[src/rtl/fjr_pkg.sv]
// ----------------------------------------------------------------------------
// fjr_pkg
// Shared types, codes and reset values for the feeder jam recovery block.
// ----------------------------------------------------------------------------
package fjr_pkg;

   localparam int TORQUE_W  = 16;
   localparam int ANGLE_W   = 32;
   localparam int MS_W      = 32;
   localparam int STATE_W   = 3;
   localparam int TICK_W    = 8;
   localparam int THR_W     = 15;
   localparam int HOLD_W    = 16;
   localparam int BACKOFF_W = 19;
   localparam int MODE_W    = 2;
   localparam int ADDR_W    = 5;
   localparam int DATA_W    = 32;

   localparam logic [STATE_W-1:0] ST_NORMAL  = 3'd0;
   localparam logic [STATE_W-1:0] ST_SUSPECT = 3'd1;
   localparam logic [STATE_W-1:0] ST_REACT   = 3'd2;
   localparam logic [STATE_W-1:0] ST_BACKOFF = 3'd3;
   localparam logic [STATE_W-1:0] ST_STALLED = 3'd4;

   localparam logic [MODE_W-1:0] MODE_NONE  = 2'd0;
   localparam logic [MODE_W-1:0] MODE_ANGLE = 2'd1;
   localparam logic [MODE_W-1:0] MODE_OPEN  = 2'd2;

   localparam logic [2:0] REG_TORQUE_THRESHOLD = 3'd0;
   localparam logic [2:0] REG_SUSPECT_TICKS    = 3'd1;
   localparam logic [2:0] REG_RECOVER_TICKS    = 3'd2;
   localparam logic [2:0] REG_STALL_TICKS      = 3'd3;
   localparam logic [2:0] REG_HOLD_MS          = 3'd4;
   localparam logic [2:0] REG_BACKOFF_ANGLE    = 3'd5;

   localparam logic [THR_W-1:0]     RST_TORQUE_THRESHOLD = 15'd8000;
   localparam logic [TICK_W-1:0]    RST_SUSPECT_TICKS    = 8'd100;
   localparam logic [TICK_W-1:0]    RST_RECOVER_TICKS    = 8'd200;
   localparam logic [TICK_W-1:0]    RST_STALL_TICKS      = 8'd200;
   localparam logic [HOLD_W-1:0]    RST_HOLD_MS          = 16'd2000;
   localparam logic [BACKOFF_W-1:0] RST_BACKOFF_ANGLE    = 19'd17157;

   typedef struct packed {
      logic [THR_W-1:0]     torque_threshold;
      logic [TICK_W-1:0]    suspect_ticks;
      logic [TICK_W-1:0]    recover_ticks;
      logic [TICK_W-1:0]    stall_ticks;
      logic [HOLD_W-1:0]    hold_ms;
      logic [BACKOFF_W-1:0] backoff_angle;
   } cfg_type;

   typedef struct packed {
      logic [STATE_W-1:0] jam_state;
      logic [TICK_W-1:0]  ticks_in_state;
      logic [TICK_W-1:0]  low_torque_run;
      logic [TICK_W-1:0]  high_torque_run;
      logic [MS_W-1:0]    stall_start_ms;
   } ctx_type;

   typedef struct packed {
      logic [STATE_W-1:0]       jam_state;
      logic                     run_normal_drive;
      logic [MODE_W-1:0]        mode_command;
      logic                     target_command;
      logic                     angle_update;
      logic signed [ANGLE_W-1:0] target_angle;
      logic                     clear_drive;
   } rsp_type;

endpackage

[src/rtl/fjr_if.sv]
// ----------------------------------------------------------------------------
// fjr_req_if / fjr_rsp_if
// Valid/ready channels carrying one control tick request and its result.
// ----------------------------------------------------------------------------
interface fjr_req_if;
   logic                                  valid;
   logic                                  ready;
   logic signed [fjr_pkg::TORQUE_W-1:0]   torque;
   logic signed [fjr_pkg::ANGLE_W-1:0]    angle;
   logic [fjr_pkg::MS_W-1:0]              now_ms;

   modport source (output valid, output torque, output angle, output now_ms, input ready);
   modport sink   (input valid, input torque, input angle, input now_ms, output ready);
endinterface

interface fjr_rsp_if;
   logic                                  valid;
   logic                                  ready;
   logic [fjr_pkg::STATE_W-1:0]           jam_state;
   logic                                  run_normal_drive;
   logic [fjr_pkg::MODE_W-1:0]            mode_command;
   logic                                  target_command;
   logic                                  angle_update;
   logic signed [fjr_pkg::ANGLE_W-1:0]    target_angle;
   logic                                  clear_drive;

   modport source (output valid, output jam_state, output run_normal_drive,
                   output mode_command, output target_command, output angle_update,
                   output target_angle, output clear_drive, input ready);
   modport sink   (input valid, input jam_state, input run_normal_drive,
                   input mode_command, input target_command, input angle_update,
                   input target_angle, input clear_drive, output ready);
endinterface

[src/rtl/feeder_jam_recovery_fsm.sv]
// ----------------------------------------------------------------------------
// feeder_jam_recovery_fsm
// Five-state feeder jam handler: one request per control tick, one result.
//
//   channel    direction  handshake      contents
//   req_chan   in         valid/ready    torque, angle, now_ms
//   rsp_chan   out        valid/ready    jam_state, drive and angle commands
//   csr (APB)  in         psel/penable   six configuration registers
//
// A request is registered on acceptance and its result is then registered in
// the result register; one request is taken per cycle unless the result stalls.
// The state update happens as the request moves into the result register.
// A stalled result holds the request register, which then backs up req_chan.
// Synchronous active-high reset restores the state and register defaults.
// ----------------------------------------------------------------------------
module feeder_jam_recovery_fsm (
   input  logic                           clock,
   input  logic                           reset,
   fjr_req_if.sink                        req_chan,
   fjr_rsp_if.source                      rsp_chan,
   input  logic                           psel,
   input  logic                           penable,
   input  logic                           pwrite,
   input  logic [fjr_pkg::ADDR_W-1:0]     paddr,
   input  logic [fjr_pkg::DATA_W-1:0]     pwdata,
   output logic [fjr_pkg::DATA_W-1:0]     prdata,
   output logic                           pready
);
   import fjr_pkg::*;

   cfg_type                   cfg_ff;
   ctx_type                   ctx_ff;
   ctx_type                   ctx_in;
   rsp_type                   rsp_in;
   rsp_type                   rsp_ff;
   logic                      rsp_valid_ff;
   logic                      in_valid_ff;
   logic signed [TORQUE_W-1:0] in_torque_ff;
   logic signed [ANGLE_W-1:0] in_angle_ff;
   logic [MS_W-1:0]           in_now_ff;
   logic                      advance;
   logic                      take;
   logic [2:0]                reg_index;

   assign advance        = in_valid_ff && (!rsp_valid_ff || rsp_chan.ready);
   assign req_chan.ready = !in_valid_ff || advance;
   assign take           = req_chan.valid && req_chan.ready;
   assign reg_index      = paddr[ADDR_W-1:2];
   assign pready         = 1'b1;

   always_ff @(posedge clock) begin
      if (reset) begin
         cfg_ff.torque_threshold <= RST_TORQUE_THRESHOLD;
         cfg_ff.suspect_ticks    <= RST_SUSPECT_TICKS;
         cfg_ff.recover_ticks    <= RST_RECOVER_TICKS;
         cfg_ff.stall_ticks      <= RST_STALL_TICKS;
         cfg_ff.hold_ms          <= RST_HOLD_MS;
         cfg_ff.backoff_angle    <= RST_BACKOFF_ANGLE;
      end else if (psel && penable && pwrite) begin
         unique case (reg_index)
            REG_TORQUE_THRESHOLD: cfg_ff.torque_threshold <= pwdata[THR_W-1:0];
            REG_SUSPECT_TICKS:    cfg_ff.suspect_ticks    <= pwdata[TICK_W-1:0];
            REG_RECOVER_TICKS:    cfg_ff.recover_ticks    <= pwdata[TICK_W-1:0];
            REG_STALL_TICKS:      cfg_ff.stall_ticks      <= pwdata[TICK_W-1:0];
            REG_HOLD_MS:          cfg_ff.hold_ms          <= pwdata[HOLD_W-1:0];
            REG_BACKOFF_ANGLE:    cfg_ff.backoff_angle    <= pwdata[BACKOFF_W-1:0];
            default: ;
         endcase
      end
   end

   always_comb begin
      unique case (reg_index)
         REG_TORQUE_THRESHOLD: prdata = DATA_W'(cfg_ff.torque_threshold);
         REG_SUSPECT_TICKS:    prdata = DATA_W'(cfg_ff.suspect_ticks);
         REG_RECOVER_TICKS:    prdata = DATA_W'(cfg_ff.recover_ticks);
         REG_STALL_TICKS:      prdata = DATA_W'(cfg_ff.stall_ticks);
         REG_HOLD_MS:          prdata = DATA_W'(cfg_ff.hold_ms);
         REG_BACKOFF_ANGLE:    prdata = DATA_W'(cfg_ff.backoff_angle);
         default:              prdata = '0;
      endcase
   end

   always_ff @(posedge clock) begin
      if (reset) begin
         in_valid_ff <= 1'b0;
      end else if (req_chan.ready) begin
         in_valid_ff <= req_chan.valid;
      end
   end

   always_ff @(posedge clock) begin
      if (take) begin
         in_torque_ff <= req_chan.torque;
         in_angle_ff  <= req_chan.angle;
         in_now_ff    <= req_chan.now_ms;
      end
   end

   fjr_step u_step (
      .cfg      (cfg_ff),
      .ctx      (ctx_ff),
      .torque   (in_torque_ff),
      .angle    (in_angle_ff),
      .now_ms   (in_now_ff),
      .ctx_next (ctx_in),
      .rsp      (rsp_in)
   );

   always_ff @(posedge clock) begin
      if (reset) begin
         ctx_ff       <= '0;
         rsp_valid_ff <= 1'b0;
      end else begin
         if (advance) begin
            ctx_ff <= ctx_in;
         end
         if (advance) begin
            rsp_valid_ff <= 1'b1;
         end else if (rsp_chan.ready) begin
            rsp_valid_ff <= 1'b0;
         end
      end
   end

   always_ff @(posedge clock) begin
      if (advance) begin
         rsp_ff <= rsp_in;
      end
   end

   assign rsp_chan.valid            = rsp_valid_ff;
   assign rsp_chan.jam_state        = rsp_ff.jam_state;
   assign rsp_chan.run_normal_drive = rsp_ff.run_normal_drive;
   assign rsp_chan.mode_command     = rsp_ff.mode_command;
   assign rsp_chan.target_command   = rsp_ff.target_command;
   assign rsp_chan.angle_update     = rsp_ff.angle_update;
   assign rsp_chan.target_angle     = rsp_ff.target_angle;
   assign rsp_chan.clear_drive      = rsp_ff.clear_drive;

   a_run_only_backoff : assert property (@(posedge clock) disable iff (reset)
      (ctx_ff.low_torque_run != '0 || ctx_ff.high_torque_run != '0)
         |-> ctx_ff.jam_state == ST_BACKOFF)
      else $error("torque run counter set outside backing off");

   a_runs_exclusive : assert property (@(posedge clock) disable iff (reset)
      !(ctx_ff.low_torque_run != '0 && ctx_ff.high_torque_run != '0))
      else $error("low and high torque runs both counting");

   a_react_fresh : assert property (@(posedge clock) disable iff (reset)
      ctx_ff.jam_state == ST_REACT |-> ctx_ff.ticks_in_state == '0)
      else $error("react state held for more than one tick");

   a_angle_cmd : assert property (@(posedge clock) disable iff (reset)
      rsp_valid_ff && rsp_ff.mode_command == MODE_ANGLE
         |-> rsp_ff.target_command && rsp_ff.jam_state == ST_BACKOFF)
      else $error("angle command without entering backing off");

   a_state_step : assert property (@(posedge clock) disable iff (reset)
      advance |=> ctx_ff.jam_state == rsp_ff.jam_state)
      else $error("reported state differs from stored state");

endmodule

[src/rtl/fjr_step.sv]
// ----------------------------------------------------------------------------
// fjr_step
// Next-state and result logic for one control tick of the jam handler.
// ----------------------------------------------------------------------------
module fjr_step (
   input  fjr_pkg::cfg_type                    cfg,
   input  fjr_pkg::ctx_type                    ctx,
   input  logic signed [fjr_pkg::TORQUE_W-1:0] torque,
   input  logic signed [fjr_pkg::ANGLE_W-1:0]  angle,
   input  logic [fjr_pkg::MS_W-1:0]            now_ms,
   output fjr_pkg::ctx_type                    ctx_next,
   output fjr_pkg::rsp_type                    rsp
);
   import fjr_pkg::*;

   logic [TORQUE_W:0]    mag;
   logic                 high;
   logic [TICK_W-1:0]    tick_inc;
   logic [TICK_W-1:0]    low_inc;
   logic [TICK_W-1:0]    high_inc;
   logic signed [ANGLE_W:0] diff;
   logic [ANGLE_W-1:0]   backoff_target;
   logic [MS_W-1:0]      start_eff;
   logic [MS_W-1:0]      elapsed;

   always_comb begin
      if (torque[TORQUE_W-1]) begin
         mag = -{torque[TORQUE_W-1], torque};
      end else begin
         mag = {1'b0, torque};
      end
      high = mag >= {2'b00, cfg.torque_threshold};

      tick_inc = (ctx.ticks_in_state == '1) ? ctx.ticks_in_state
                                            : ctx.ticks_in_state + TICK_W'(1);
      low_inc  = (ctx.low_torque_run == '1) ? ctx.low_torque_run
                                            : ctx.low_torque_run + TICK_W'(1);
      high_inc = (ctx.high_torque_run == '1) ? ctx.high_torque_run
                                             : ctx.high_torque_run + TICK_W'(1);

      diff = {angle[ANGLE_W-1], angle} - {{(ANGLE_W+1-BACKOFF_W){1'b0}}, cfg.backoff_angle};
      if (diff[ANGLE_W] != diff[ANGLE_W-1]) begin
         backoff_target = {1'b1, {(ANGLE_W-1){1'b0}}};
      end else begin
         backoff_target = diff[ANGLE_W-1:0];
      end

      start_eff = (tick_inc == TICK_W'(1)) ? now_ms : ctx.stall_start_ms;
      elapsed   = now_ms - start_eff;

      ctx_next = ctx;
      ctx_next.ticks_in_state = tick_inc;
      rsp = '0;

      unique case (ctx.jam_state)
         ST_NORMAL: begin
            rsp.run_normal_drive = 1'b1;
            if (high) begin
               ctx_next.jam_state      = ST_SUSPECT;
               ctx_next.ticks_in_state = '0;
            end
         end
         ST_SUSPECT: begin
            rsp.run_normal_drive = 1'b1;
            if (tick_inc >= cfg.suspect_ticks) begin
               ctx_next.jam_state      = ST_REACT;
               ctx_next.ticks_in_state = '0;
            end else if (!high) begin
               ctx_next.jam_state      = ST_NORMAL;
               ctx_next.ticks_in_state = '0;
            end
         end
         ST_REACT: begin
            rsp.mode_command        = MODE_ANGLE;
            rsp.target_command      = 1'b1;
            rsp.angle_update        = 1'b1;
            rsp.target_angle        = backoff_target;
            ctx_next.jam_state      = ST_BACKOFF;
            ctx_next.ticks_in_state = '0;
         end
         ST_BACKOFF: begin
            if (!high) begin
               ctx_next.high_torque_run = '0;
               ctx_next.low_torque_run  = low_inc;
               if (low_inc >= cfg.recover_ticks) begin
                  ctx_next.low_torque_run = '0;
                  ctx_next.jam_state      = ST_NORMAL;
                  ctx_next.ticks_in_state = '0;
               end
            end else begin
               ctx_next.low_torque_run  = '0;
               ctx_next.high_torque_run = high_inc;
               if (high_inc >= cfg.stall_ticks) begin
                  ctx_next.high_torque_run = '0;
                  ctx_next.jam_state       = ST_STALLED;
                  ctx_next.ticks_in_state  = '0;
               end
            end
         end
         ST_STALLED: begin
            rsp.run_normal_drive    = 1'b1;
            rsp.mode_command        = MODE_OPEN;
            rsp.clear_drive         = 1'b1;
            rsp.angle_update        = 1'b1;
            rsp.target_angle        = angle;
            ctx_next.stall_start_ms = start_eff;
            if (elapsed > {{(MS_W-HOLD_W){1'b0}}, cfg.hold_ms}) begin
               ctx_next.stall_start_ms = now_ms;
               ctx_next.jam_state      = ST_NORMAL;
               ctx_next.ticks_in_state = '0;
            end
         end
         default: begin
            ctx_next.jam_state      = ST_NORMAL;
            ctx_next.ticks_in_state = '0;
         end
      endcase

      rsp.jam_state = ctx_next.jam_state;
   end

endmodule
[src/flat_wrapper.sv]
// flat-port wrapper written by rule: the top's interface ports become plain ports
module feeder_jam_recovery_fsm_flat import fjr_pkg::*;
  (clock, reset, psel, penable, pwrite, paddr, pwdata, prdata, pready, req_chan_valid, req_chan_torque, req_chan_angle, req_chan_now_ms, req_chan_ready, rsp_chan_valid, rsp_chan_jam_state, rsp_chan_run_normal_drive, rsp_chan_mode_command, rsp_chan_target_command, rsp_chan_angle_update, rsp_chan_target_angle, rsp_chan_clear_drive, rsp_chan_ready);
  fjr_req_if req_chan_i ();
  fjr_rsp_if rsp_chan_i ();
  input  logic clock;
  input  logic reset;
  input  logic psel;
  input  logic penable;
  input  logic pwrite;
  input  logic [fjr_pkg::ADDR_W-1:0] paddr;
  input  logic [fjr_pkg::DATA_W-1:0] pwdata;
  output logic [fjr_pkg::DATA_W-1:0] prdata;
  output logic pready;
  input wire logic [$bits(req_chan_i.valid)-1:0] req_chan_valid;
  input wire logic [$bits(req_chan_i.torque)-1:0] req_chan_torque;
  input wire logic [$bits(req_chan_i.angle)-1:0] req_chan_angle;
  input wire logic [$bits(req_chan_i.now_ms)-1:0] req_chan_now_ms;
  output wire logic [$bits(req_chan_i.ready)-1:0] req_chan_ready;
  output wire logic [$bits(rsp_chan_i.valid)-1:0] rsp_chan_valid;
  output wire logic [$bits(rsp_chan_i.jam_state)-1:0] rsp_chan_jam_state;
  output wire logic [$bits(rsp_chan_i.run_normal_drive)-1:0] rsp_chan_run_normal_drive;
  output wire logic [$bits(rsp_chan_i.mode_command)-1:0] rsp_chan_mode_command;
  output wire logic [$bits(rsp_chan_i.target_command)-1:0] rsp_chan_target_command;
  output wire logic [$bits(rsp_chan_i.angle_update)-1:0] rsp_chan_angle_update;
  output wire logic [$bits(rsp_chan_i.target_angle)-1:0] rsp_chan_target_angle;
  output wire logic [$bits(rsp_chan_i.clear_drive)-1:0] rsp_chan_clear_drive;
  input wire logic [$bits(rsp_chan_i.ready)-1:0] rsp_chan_ready;
  assign req_chan_i.valid = req_chan_valid;
  assign req_chan_i.torque = req_chan_torque;
  assign req_chan_i.angle = req_chan_angle;
  assign req_chan_i.now_ms = req_chan_now_ms;
  assign req_chan_ready = req_chan_i.ready;
  assign rsp_chan_valid = rsp_chan_i.valid;
  assign rsp_chan_jam_state = rsp_chan_i.jam_state;
  assign rsp_chan_run_normal_drive = rsp_chan_i.run_normal_drive;
  assign rsp_chan_mode_command = rsp_chan_i.mode_command;
  assign rsp_chan_target_command = rsp_chan_i.target_command;
  assign rsp_chan_angle_update = rsp_chan_i.angle_update;
  assign rsp_chan_target_angle = rsp_chan_i.target_angle;
  assign rsp_chan_clear_drive = rsp_chan_i.clear_drive;
  assign rsp_chan_i.ready = rsp_chan_ready;
  feeder_jam_recovery_fsm u_core (.clock(clock), .reset(reset), .req_chan(req_chan_i), .rsp_chan(rsp_chan_i), .psel(psel), .penable(penable), .pwrite(pwrite), .paddr(paddr), .pwdata(pwdata), .prdata(prdata), .pready(pready));
endmodule
[config.mk]
export PLATFORM = sky130hd
export DESIGN_NAME = feeder_jam_recovery_fsm_flat
export DESIGN_NICKNAME = d
export VERILOG_FILES = /design/src/rtl/fjr_pkg.sv /design/src/rtl/fjr_if.sv /design/src/rtl/feeder_jam_recovery_fsm.sv /design/src/rtl/fjr_step.sv /design/src/flat_wrapper.sv
export SDC_FILE = /design/constraint.sdc
export NUM_CORES = 1
export LEC_CHECK = 0
export ABC_CLOCK_PERIOD_IN_PS = 11900
export BUFFER_PORTS_ARGS = -buffer_cell sky130_fd_sc_hd__clkbuf_2
export CORE_MARGIN = 1
export CORE_UTILIZATION = 50
export DETAILED_ROUTE_END_ITERATION = 7
export GPL_TIMING_DRIVEN = 0
export PLACE_DENSITY = 0.74
export SYNTH_ARGS = -nofsm -noshare
export SYNTH_HDL_FRONTEND = slang
export SYNTH_HIERARCHICAL = 1
export SYNTH_SLANG_ARGS = --single-unit
[constraint.sdc]
create_clock -name clock -period 11.9 [get_ports clock]
set_input_delay 2.38 -clock clock [delete_from_list [all_inputs] [get_ports clock]]
set_output_delay 2.38 -clock clock [all_outputs]
set_load 0.005 [all_outputs]
==> qor.txt <==
Status: complete, no violations
GR Util met2: 0.448
FP Rows: 66
Most common cell after layout, fill and taps aside: clkbuf_2
Max stage delay on crit path: 660 ps
Worst Setup End Kind: register
Ys Warns: 6
Post-synth ARST share: 0
TritonRoute pass-1 iters: 6
Nets: 2291
Clock skew: 14.6 ps
Final setup TNS: 0 ps
Die extent in x: 184 µm
Hold path depth: 2
Starting Density: 0.510
CTS clk-pin slew, worst paths: 60 ps
Vias post-DR: 14845
Cells after DPL: 2477
Met3 Usage GRT: 0.0375
R2r setup slk: 2520 ps
Final Setup Violations: 0
Hold Buf Count CTS: 0
Post-synth top flop: dfxtp_1
Clk buf depth: 3
Max VDD drop: 0.125 mV
Place WS: 2760 ps
WL final: 46.3 mm
Core Util, Final: 0.585
Critical R2R Capture: u_core/ctx_ff[8]$_SDFFE_PP0P_
Rel. slew slack: 0.420
CTS resizes: 0
Delay-heaviest family, CP: simple AND/OR/NAND/NOR gates
Worst-Skew Late Latency: 590 ps
Number of synthesized flops with an enable pin: 121
Commonest non-fill, non-tap cells in the layout: 168 x clkbuf_2, 156 x a21oi_1, 135 x dfxtp_1, 134 x o21ai_0, 121 x edfxtp_1
Initial antenna violation count: 0
Crit-path slowest cell: a31oi_1
Final Hold Viols: 0
Sequential-to-total area share from yosys stat: 0.381
Post-CTS Repair Setup Buffers: 0
IO Port Bufs: 168
DR iter-0 viols: 1173
RePlAce Congestion: 0.953
Worst flop-to-flop path startpoint: u_core/ctx_ff[48]$_SDFFE_PP0P_
HPWL after detailed placement: 34.9 mm
PwrDens: 118 nW/µm²
RSZ-0062 raised after global routing: false
Synth Cell Area: 16600 µm²
R2R depth: 33
Avg Cell Area, Syn: 8.98 µm²
Min-Delay Path Class: register to register
CORE AREA: 32600 µm²
Startpoint type of the worst setup path: register
Largest net degree at the start of global routing: 49
#FFs+latches synth: 256
Sinks on Clock Net: 256
First-pass GRT wire length: 72.6 mm
ANT cells: 0
Layout Cells excl Fill: 2531
Critical path buffers and inverters: 4
Ports: 200
Fin. max-slew vios: 0
Tcrit/Tclk final: 0.788
GR peak layer: met2
Grt met1 use: 0.350
Antenna viol nets, final: 0
Die area: 34000 µm²
P&R area growth vs syn: 14.8%
Total of max-cap violations: 0
Vias per cell: 5.87
CTS root buf: clkbuf_16
DRC: 0
Fin worst setup slack: 2520 ps
Clock buffer count from CTS: 29
Worst Hold End: u_core/ctx_ff[6]$_SDFFE_PP0P_
Max Fanout on Critical Path: 10
Worst slew pin tran: 870 ps
Drt wl/cell: 18.3 µm
Fin crit period: 9380 ps
Min-delay src: u_core/ctx_ff[6]$_SDFFE_PP0P_
Pleak: 8.14 nW
Worst Path Arrival: 9810 ps
Die Y: 184 µm
Grt total ovfl: 0
Post-synthesis cell count: 1852
CP Class: register to register
Fmax achieved: 107 MHz
Post-synth cell types: 87
Critical path required time: 12340 ps
Total track usage: 0.268
Share of layout cells above drive strength 1: 0.163
H-tree levels: 1
TritonCTS clock tree: done
Vias in the first global route: 13812
[stage by stage]
stage               total power, mW  hold WS, ps  instance area [µm²]
floorplan                      1.24          453                16700
global placement               1.35          464                18100
detailed placement             1.36          472                18100
CTS                            2.25          481                19100
global route                   2.33          502                19100
finish                         2.24          478                19100
[power by group]
part           internal (mW)  leakage (nW)  switching (mW)
combinational          0.150          5.40           0.235
sequential             0.949          2.26          0.0188
clock                  0.512         0.471           0.380
total                   1.61          8.14           0.634
[kinds of logic after synthesis]
group / Yosys count / synth area share
other: 2 / 0.000451
DFF: 256 / 0.381
and+or+nand+nor: 535 / 0.163
AOI/OAI and AO/OA: 512 / 0.184
adders and majority gates: 110 / 0.0821
buffers and inverters: 237 / 0.0634
muxes: 140 / 0.0943
xor gates and xnor gates: 60 / 0.0316
[Yosys cell counts, types with 7 or more instances]
cell type	count	area, µm²
a21o_1	40	300
a21oi_1	156	781
a22oi_1	12	90.1
a31oi_1	14	87.6
and3_1	13	81.3
buf_2	18	90.1
buf_4	21	158
clkbuf_1	72	270
dfxtp_1	135	2700
edfxtp_1	121	3630
ha_1	100	1250
inv_1	117	439
mux2_2	23	259
mux2_4	27	405
mux2i_1	87	871
nand2_1	101	379
nand2b_1	56	350
nand3_1	115	576
nand4_1	14	87.6
nor2_1	120	450
nor2b_1	27	169
nor3_1	24	120
nor4_1	10	62.6
o21a_1	7	52.6
o21ai_0	134	671
o21ai_1	53	265
o31ai_1	15	113
or3_1	8	50.1
xnor2_1	37	324
xor2_1	23	201
[registers in the layout (all words and copies together) (netlist names)]
name,cells
u_core/cfg_ff,74
u_core/ctx_ff,59
u_core/in_angle_ff,32
u_core/in_now_ff,32
u_core/rsp_chan.target_angle,32
u_core/in_torque_ff,16
u_core/rsp_chan.jam_state,3
u_core/rsp_chan.mode_command,2
u_core/in_valid_ff,1
u_core/rsp_chan.angle_update,1
u_core/rsp_chan.clear_drive,1
u_core/rsp_chan.run_normal_drive,1
u_core/rsp_chan.target_command,1
u_core/rsp_chan.valid,1
[metal layers]
metal,vias to the layer above,part of all wire
met4,0,0.036
met2,617,0.46
met5,-,0
met3,106,0.073
met1,6998,0.43
li1,7124,-
[how the worst max path moves through the flow]
| stage | from | to | slack (ps) | depth (start not counted) |
|---|---|---|---|---|
| finish | u_core/ctx_ff[48]$_SDFFE_PP0P_ | u_core/ctx_ff[8]$_SDFFE_PP0P_ | 2520 | 33 |
| global route | u_core/ctx_ff[48]$_SDFFE_PP0P_ | u_core/ctx_ff[8]$_SDFFE_PP0P_ | 2160 | 33 |
| CTS | u_core/ctx_ff[48]$_SDFFE_PP0P_ | u_core/ctx_ff[8]$_SDFFE_PP0P_ | 2720 | 33 |
| detailed placement | u_core/ctx_ff[48]$_SDFFE_PP0P_ | u_core/ctx_ff[5]$_SDFFE_PP0P_ | 2760 | 33 |
| global placement | u_core/ctx_ff[48]$_SDFFE_PP0P_ | u_core/ctx_ff[5]$_SDFFE_PP0P_ | 2780 | 33 |
| floorplan | u_core/ctx_ff[48]$_SDFFE_PP0P_ | u_core/ctx_ff[11]$_SDFFE_PP0P_ | 5010 | 32 |
[worst min-delay path, delay by kind of cell (launching register included)]
family	cells	cell delay (ps)
flip-flops	1	300
AO/OA/AOI/OAI	2	130
[cell type report]
cell class / count / area [µm²]
Sequential cell: 256 / 6340
Fill cell: 2811 / 13500
Timing Repair Buffer: 171 / 896
Clock buffer: 45 / 880
Tap cell: 442 / 553
Buffer: 119 / 612
Inverter: 118 / 443
Clock inverter: 9 / 71.3
Multi-Input combinational cell: 1371 / 9300
Power figures use the tool's default switching activity.
